`src/rtl/core/tpq_pkg.sv`:
```
`default_nettype none

package tpq_pkg;

  localparam int KEY_W = 30;
  localparam int REC_W = 16;
  localparam int OCC_W = 5;

  // Operation codes carried in the func field
  typedef enum logic [1:0] {
    FUNC_INS_REG  = 2'd0,
    FUNC_INS_CRIT = 2'd1,
    FUNC_REM_HEAD = 2'd2,
    FUNC_CANCEL   = 2'd3
  } func_t;

  typedef struct packed {
    func_t             func;
    logic [KEY_W-1:0]  key;
    logic [REC_W-1:0]  record;
  } req_t;

  typedef struct packed {
    logic              ok;
    logic [KEY_W-1:0]  out_key;
    logic [REC_W-1:0]  out_record;
    logic              out_critical;
    logic [OCC_W-1:0]  occupancy;
  } rsp_t;

  // One stored queue entry; the class follows from the position
  typedef struct packed {
    logic [KEY_W-1:0]  key;
    logic [REC_W-1:0]  record;
  } entry_t;

endpackage

`default_nettype wire

```
`src/rtl/core/tpq_ram.sv`:
```
`default_nettype none

module tpq_ram #(
  parameter int WIDTH = 8,
  parameter int DEPTH = 16
) (
  input  wire logic                     clk,
  input  wire logic                     we,
  input  wire logic [$clog2(DEPTH)-1:0] waddr,
  input  wire logic [WIDTH-1:0]         wdata,
  input  wire logic [$clog2(DEPTH)-1:0] raddr,
  output logic      [WIDTH-1:0]         rdata
);

  logic [WIDTH-1:0] mem [DEPTH];

  // Write one word, read one word with registered output
  always_ff @(posedge clk) begin
    if (we) begin
      mem[waddr] <= wdata;
    end
    rdata <= mem[raddr];
  end

endmodule

`default_nettype wire

```
`src/rtl/core/two_class_priority_queue.sv`:
```
`default_nettype none

// Channel  | direction | handshake            | payload
// ---------+-----------+----------------------+------------------------------
// req      | in        | req_valid/req_ready  | tpq_pkg::req_t (func,key,record)
// rsp      | out       | rsp_valid/rsp_ready  | tpq_pkg::rsp_t (ok,key,record,class,occ)
//
// One operation at a time, req_ready high only while idle. A regular insert, a full
// insert, an all-critical insert or a remove/cancel on an empty queue finishes in
// dispatch. A critical insert shifts each regular entry up one slot first; a remove
// or a cancel scans keys from the head and, on a hit, shifts the later entries down.
// The entry RAM has one write port and one registered read port, and each shift
// step reads an entry (S_UP_RD, S_DN_RD) and then writes it (S_UP_WR, S_DN_WR).
// Synchronous reset empties the queue, not the RAM; while a finished result waits
// on rsp_ready, req_ready stays low.
module two_class_priority_queue #(
  parameter int QUEUE_DEPTH = 16
) (
  input  wire logic          clk,
  input  wire logic          rst,
  input  wire logic          req_valid,
  output logic               req_ready,
  input  wire tpq_pkg::req_t req,
  output logic               rsp_valid,
  input  wire logic          rsp_ready,
  output tpq_pkg::rsp_t      rsp
);

  localparam int IDX_W = $clog2(QUEUE_DEPTH);
  localparam int CNT_W = $clog2(QUEUE_DEPTH + 1);
  localparam logic [CNT_W-1:0] FULL = CNT_W'(QUEUE_DEPTH);
  localparam logic [CNT_W-1:0] ONE  = CNT_W'(1);

  typedef enum logic [8:0] {
    S_IDLE  = 9'b000000001,
    S_DISP  = 9'b000000010,
    S_UP_RD = 9'b000000100,
    S_UP_WR = 9'b000001000,
    S_INS   = 9'b000010000,
    S_SCAN  = 9'b000100000,
    S_CMP   = 9'b001000000,
    S_DN_RD = 9'b010000000,
    S_DN_WR = 9'b100000000
  } state_t;

  state_t              state;
  logic                done;
  tpq_pkg::req_t       cur;
  tpq_pkg::rsp_t       res;
  tpq_pkg::rsp_t       rsp_next;
  logic [CNT_W-1:0]    count;
  logic [CNT_W-1:0]    crit;
  logic [CNT_W-1:0]    ptr;

  logic                ram_we;
  logic [IDX_W-1:0]    ram_waddr;
  tpq_pkg::entry_t     ram_wdata;
  tpq_pkg::entry_t     ram_rdata;
  tpq_pkg::entry_t     new_entry;
  logic                hit;

  assign req_ready = (state == S_IDLE) && !done;
  assign new_entry = '{key: cur.key, record: cur.record};
  assign hit       = (cur.func == tpq_pkg::FUNC_REM_HEAD) || (ram_rdata.key == cur.key);

  tpq_ram #(
    .WIDTH ($bits(tpq_pkg::entry_t)),
    .DEPTH (QUEUE_DEPTH)
  ) u_ram (
    .clk   (clk),
    .we    (ram_we),
    .waddr (ram_waddr),
    .wdata (ram_wdata),
    .raddr (ptr[IDX_W-1:0]),
    .rdata (ram_rdata)
  );

  // Select the single RAM write of this cycle
  always_comb begin
    ram_we    = 1'b0;
    ram_waddr = count[IDX_W-1:0];
    ram_wdata = new_entry;
    case (state)
      S_DISP: begin
        if (count != FULL) begin
          if (cur.func == tpq_pkg::FUNC_INS_REG) begin
            ram_we = 1'b1;
          end else if (cur.func == tpq_pkg::FUNC_INS_CRIT && crit == count) begin
            ram_we = 1'b1;
          end
        end
      end
      S_UP_WR: begin
        ram_we    = 1'b1;
        ram_waddr = IDX_W'(ptr + ONE);
        ram_wdata = ram_rdata;
      end
      S_INS: begin
        ram_we    = 1'b1;
        ram_waddr = crit[IDX_W-1:0];
      end
      S_DN_WR: begin
        ram_we    = 1'b1;
        ram_waddr = IDX_W'(ptr - ONE);
        ram_wdata = ram_rdata;
      end
      default: begin
        ram_we = 1'b0;
      end
    endcase
  end

  // Sequencer: dispatch, shift entries one at a time, scan keys
  always_ff @(posedge clk) begin
    if (rst) begin
      state <= S_IDLE;
      done  <= 1'b0;
      count <= '0;
      crit  <= '0;
      ptr   <= '0;
    end else begin
      case (state)
        S_IDLE: begin
          if (done) begin
            // hold until the result register is free
            if (!rsp_valid || rsp_ready) begin
              done <= 1'b0;
            end
          end else if (req_valid) begin
            cur   <= req;
            res   <= '0;
            state <= S_DISP;
          end
        end
        S_DISP: begin
          state <= S_IDLE;
          done  <= 1'b1;
          case (cur.func)
            tpq_pkg::FUNC_INS_REG: begin
              if (count != FULL) begin
                count  <= count + ONE;
                res.ok <= 1'b1;
              end
            end
            tpq_pkg::FUNC_INS_CRIT: begin
              if (count != FULL) begin
                if (crit == count) begin
                  count  <= count + ONE;
                  crit   <= crit + ONE;
                  res.ok <= 1'b1;
                end else begin
                  ptr   <= count - ONE;
                  state <= S_UP_RD;
                  done  <= 1'b0;
                end
              end
            end
            default: begin
              if (count != '0) begin
                ptr   <= '0;
                state <= S_SCAN;
                done  <= 1'b0;
              end
            end
          endcase
        end
        S_UP_RD: begin
          state <= S_UP_WR;
        end
        S_UP_WR: begin
          if (ptr == crit) begin
            state <= S_INS;
          end else begin
            ptr   <= ptr - ONE;
            state <= S_UP_RD;
          end
        end
        S_INS: begin
          count  <= count + ONE;
          crit   <= crit + ONE;
          res.ok <= 1'b1;
          state  <= S_IDLE;
          done   <= 1'b1;
        end
        S_SCAN: begin
          state <= S_CMP;
        end
        S_CMP: begin
          if (hit) begin
            res.ok           <= 1'b1;
            res.out_key      <= ram_rdata.key;
            res.out_record   <= ram_rdata.record;
            res.out_critical <= (ptr < crit);
            if (ptr < crit) begin
              crit <= crit - ONE;
            end
            ptr   <= ptr + ONE;
            state <= S_DN_RD;
          end else if ((ptr + ONE) == count) begin
            state <= S_IDLE;
            done  <= 1'b1;
          end else begin
            ptr   <= ptr + ONE;
            state <= S_SCAN;
          end
        end
        S_DN_RD: begin
          if (ptr == count) begin
            count <= count - ONE;
            state <= S_IDLE;
            done  <= 1'b1;
          end else begin
            state <= S_DN_WR;
          end
        end
        S_DN_WR: begin
          ptr   <= ptr + ONE;
          state <= S_DN_RD;
        end
        default: begin
          state <= S_IDLE;
        end
      endcase
    end
  end

  // Attach the occupancy to the finished result
  always_comb begin
    rsp_next           = res;
    rsp_next.occupancy = tpq_pkg::OCC_W'(count);
  end

  // Output register: load the finished result when the slot is free
  always_ff @(posedge clk) begin
    if (rst) begin
      rsp_valid <= 1'b0;
    end else begin
      if (done && (!rsp_valid || rsp_ready)) begin
        rsp_valid <= 1'b1;
      end else if (rsp_ready) begin
        rsp_valid <= 1'b0;
      end
    end
    if (done && (!rsp_valid || rsp_ready)) begin
      rsp <= rsp_next;
    end
  end

  // Critical segment never exceeds the occupancy
  a_crit_le_count: assert property (@(posedge clk) disable iff (rst)
    crit <= count)
    else $error("critical count above occupancy");

  // Occupancy never exceeds the depth
  a_count_le_depth: assert property (@(posedge clk) disable iff (rst)
    count <= FULL)
    else $error("occupancy above depth");

  // An accepted request always goes to dispatch
  a_accept_disp: assert property (@(posedge clk) disable iff (rst)
    (req_valid && req_ready) |=> (state == S_DISP))
    else $error("request accepted without dispatch");

  // A failed insert leaves the occupancy unchanged
  a_full_insert: assert property (@(posedge clk) disable iff (rst)
    (state == S_DISP && count == FULL &&
     (cur.func == tpq_pkg::FUNC_INS_REG || cur.func == tpq_pkg::FUNC_INS_CRIT))
    |=> (count == FULL && !res.ok))
    else $error("insert into full queue changed state");

  // A finished result only ever waits in idle
  a_idle_code: assert property (@(posedge clk) disable iff (rst)
    done |-> (state == S_IDLE))
    else $error("result pending outside idle");

endmodule

`default_nettype wire
```
`config.mk`:
```
export PLATFORM = sky130hd
export DESIGN_NAME = two_class_priority_queue
export DESIGN_NICKNAME = d
export VERILOG_FILES = /design/src/rtl/core/tpq_pkg.sv /design/src/rtl/core/tpq_ram.sv /design/src/rtl/core/two_class_priority_queue.sv
export SDC_FILE = /design/constraint.sdc
export NUM_CORES = 1
export LEC_CHECK = 0
export BUFFER_PORTS_ARGS = -buffer_cell sky130_fd_sc_hd__buf_2
export CAP_MARGIN = 20
export CORE_MARGIN = 1.5
export CORE_UTILIZATION = 45
export DETAILED_ROUTE_END_ITERATION = 8
export PLACE_DENSITY = 0.68
export REMOVE_ABC_BUFFERS = 1
export SYNTH_ARGS = -nofsm -noshare
export SYNTH_HDL_FRONTEND = slang
export SYNTH_HIERARCHICAL = 1
export SYNTH_SLANG_ARGS = --single-unit
```
`constraint.sdc`:
```
create_clock -name clk -period 17.66 [get_ports clk]
set_input_delay 3.532 -clock clk [delete_from_list [all_inputs] [get_ports clk]]
set_output_delay 3.532 -clock clk [all_outputs]
set_load 0.05 [all_outputs]
```
==> flow_summary.json <==
{
  "grt_pass1_wl_mm": 120,
  "dieArea_um2": 83400,
  "post-route-min-period_ps": 6060,
  "design_area_um2": 41500,
  "crit_fanout": 10,
  "ys_ff_latch": 957,
  "synth_top_cell_by_area": "edfxtp_1",
  "cts_buffer_depth": 3,
  "fillers": 6374,
  "drive_gt1_share_pct": 27.3,
  "pre_cts_slack_ps": 11930,
  "rsz0062_at_grt": "false",
  "synth_warnings": 6,
  "fin_nets": 2014,
  "ios": 107,
  "rows": 104,
  "maxCapViolCount": 0,
  "clock_latency_ps": 660,
  "finalWirelength_mm": 80.5,
  "final_util_pct": 51.5,
  "crit_buf_inv": 1,
  "antenna_found_initial": 1,
  "cts_buffers": 97,
  "clk_pin_slew_ps": 60,
  "status": "finished, violations left",
  "drv_slew": 0,
  "route.antenna.remaining_nets": 0,
  "finalCritPeriodShare_pct": 34.3,
  "first_global_vias": 18600,
  "die_x_um": 289,
  "num_antenna_cells": 0,
  "wl_per_cell_um": 26.0,
  "dpl.hpwl_mm": 40.4,
  "placed_area_um2": 38500,
  "fp.dieH_um": 289,
  "overflow": 0,
  "yosysUniqueCellTypes": 77,
  "critPathLaunchType": "flop",
  "yosys-top-cells-area": "edfxtp_1 (72%), mux4_2 (11%), dfxtp_1 (3.9%)",
  "crit_path_max_incr_delay_ps": 630,
  "slowest_stage": "nor4_4",
  "hold_viol": 0,
  "numClockSinks": 957,
  "vias_per_cell": 5.87,
  "power_density_nw_per_um2": 109,
  "critical-path-top-delay-family": "simple AND/OR/NAND/NOR gates",
  "drtPass1Iterations": 7,
  "worstSetupPathType": "flop to primary output",
  "cts-root-buf": "clkbuf_16",
  "tns_ps": 0,
  "synthFlopType": "edfxtp_1",
  "grt_usage_pct": 19.6,
  "final_cell_mix": "edfxtp_1 (885), mux4_2 (184), buf_2 (106)",
  "area_growth_pct": 13.0,
  "failed_checks": "design-rule violations",
  "p_leak_nw": 13.1,
  "num_vias": 18100,
  "layout_setup_ws_ps": 11600,
  "critPathCaptureType": "primary output",
  "synth_top_area_share_pct": 72.3,
  "gp_congestion": 0.869,
  "fmax_mhz": 165,
  "hold_buffers": 0,
  "seq_area_frac_synth_pct": 76.2,
  "fin_worst_skew_ps": 34.8,
  "drtIter0Drc": 1928,
  "layout_commonest_cell": "edfxtp_1",
  "coreArea_um2": 80700,
  "slew_headroom_pct": 28.4,
  "cts_tree": "yes",
  "grt_start_max_net_pins": 107,
  "worstPathRequired_ps": 14130,
  "syn_area_um2": 36700,
  "hold_path_class": "flop to flop",
  "synthCells": 1802,
  "synthArstFlopShare_pct": 0,
  "vdd_drop_max_v": 0.0000684,
  "synth_edf_count": 885,
  "path_cells": "nor4_4 > nand4b_2 > nor2_1 > buf_2",
  "cts_setup_buffers": 0,
  "drcViolationCount": 11,
  "start_util_pct": 45.5,
  "cts_resized": 0,
  "avgSynthCellArea_um2": 20.4,
  "worst_pin_slew_ps": 1070,
  "crit_arrival_ps": 2530,
  "h-tree-depth": 3,
  "setup_violations": 0,
  "port-buffer-count": 106
}
==> state kept, by name, summed over array words and instances, names as in the netlist <==
signal / cells
cur: 48
count: 5
ptr: 5
res: 48
u_ram/rdata: 46
crit: 5
state: 9
u_ram/mem: 736
rsp_valid: 1
rsp: 53
done: 1
==> worst paths after layout <==
kind	endpoint	cells after the start	start	slack, ps
setup / recovery	req_ready	4	state[7]$_SDFFE_PP0P_	11600
hold / removal	rsp[41]$_DFFE_PP_	0	res[41]$_SDFFCE_PN0P_	420
setup reg to reg	u_ram/mem[10][10]$_DFFE_PP_	9	ptr[1]$_SDFFE_PP0P_	12050
hold reg to reg	rsp[41]$_DFFE_PP_	0	res[41]$_SDFFCE_PN0P_	420
==> report_power, final <==
part | leakage [nW] | internal (W) | total [W] | switching [W]
Sequential | 8.60 | 0.00250 | 0.00251 | 0.0000138
Clock | 1.47 | 0.00109 | 0.00192 | 0.000836
Combinational | 3.04 | 0.0000324 | 0.000104 | 0.0000715
==> Yosys cell counts, types with 4 or more instances <==
cell type,number
nand2b_1,4
clkbuf_1,38
mux4_2,184
buf_2,14
nor3_1,16
nor2b_1,11
nor4_1,9
o21ai_0,12
xnor2_1,18
and2_1,49
mux2_2,46
buf_4,16
a221oi_1,7
edfxtp_1,885
nor2_1,46
a21oi_1,23
ha_1,13
nand4_1,8
buf_1,11
buf_6,12
nand3_1,14
nand2_1,64
inv_1,14
xor2_1,38
a22oi_1,92
dfxtp_1,72
and4_2,4
==> routing by layer <==
metal / wire length [um] / share of wire (%) / track usage [%] / vias to the layer above
li1: - / - / - / 7689
met1: 34500 / 43 / 28.2 / 9583
met2: 38600 / 48 / 31.3 / 723
met3: 5690 / 7.1 / 3.41 / 131
met4: 1690 / 2.1 / 4.91 / 0
met5: 0 / 0 / 0 / -
==> through the flow <==
step | std cells | power [W] | hold WS [ps]
after global placement | 2909 | 0.00266 | 406
after floorplan | 1711 | 0.00262 | 400
after detailed placement | 2909 | 0.00266 | 405
after CTS | 3089 | 0.00458 | 418
final | 3089 | 0.00454 | 417
after global routing | 3089 | 0.00468 | 427
==> cells by family after synthesis <==
| family | synth area share (%) |
|---|---|
| adder cells (fa/ha/maj) | 0.497 |
| multiplexers | 12.8 |
| buffers and inverters | 1.54 |
| AO/OA/AOI/OAI | 3.59 |
| XOR/XNOR | 1.33 |
| flip-flops | 76.2 |
| AND/OR/NAND/NOR | 3.99 |
==> final cells by class <==
class                      instances  area (um^2)  share of cell area, %
clock buffer                     128         2560                   6.18
clock inverter                    52          430                   1.04
inverter                          15         56.3                  0.136
multi-input combinational        739         8320                   20.1
sequential                       957        28000                   67.5
tap                             1060         1330                   3.20
timing repair buffer             138          783                   1.89
==> worst register-to-register path, delay by kind of cell (launching register included) <==
kind            cells  cell delay, ps
fa+ha+maj           1             410
buf+inv             3            1840
flops               1             960
simple gates        3            1200
compound gates      2             820
No activity file was read; power rests on OpenSTA's default activity.
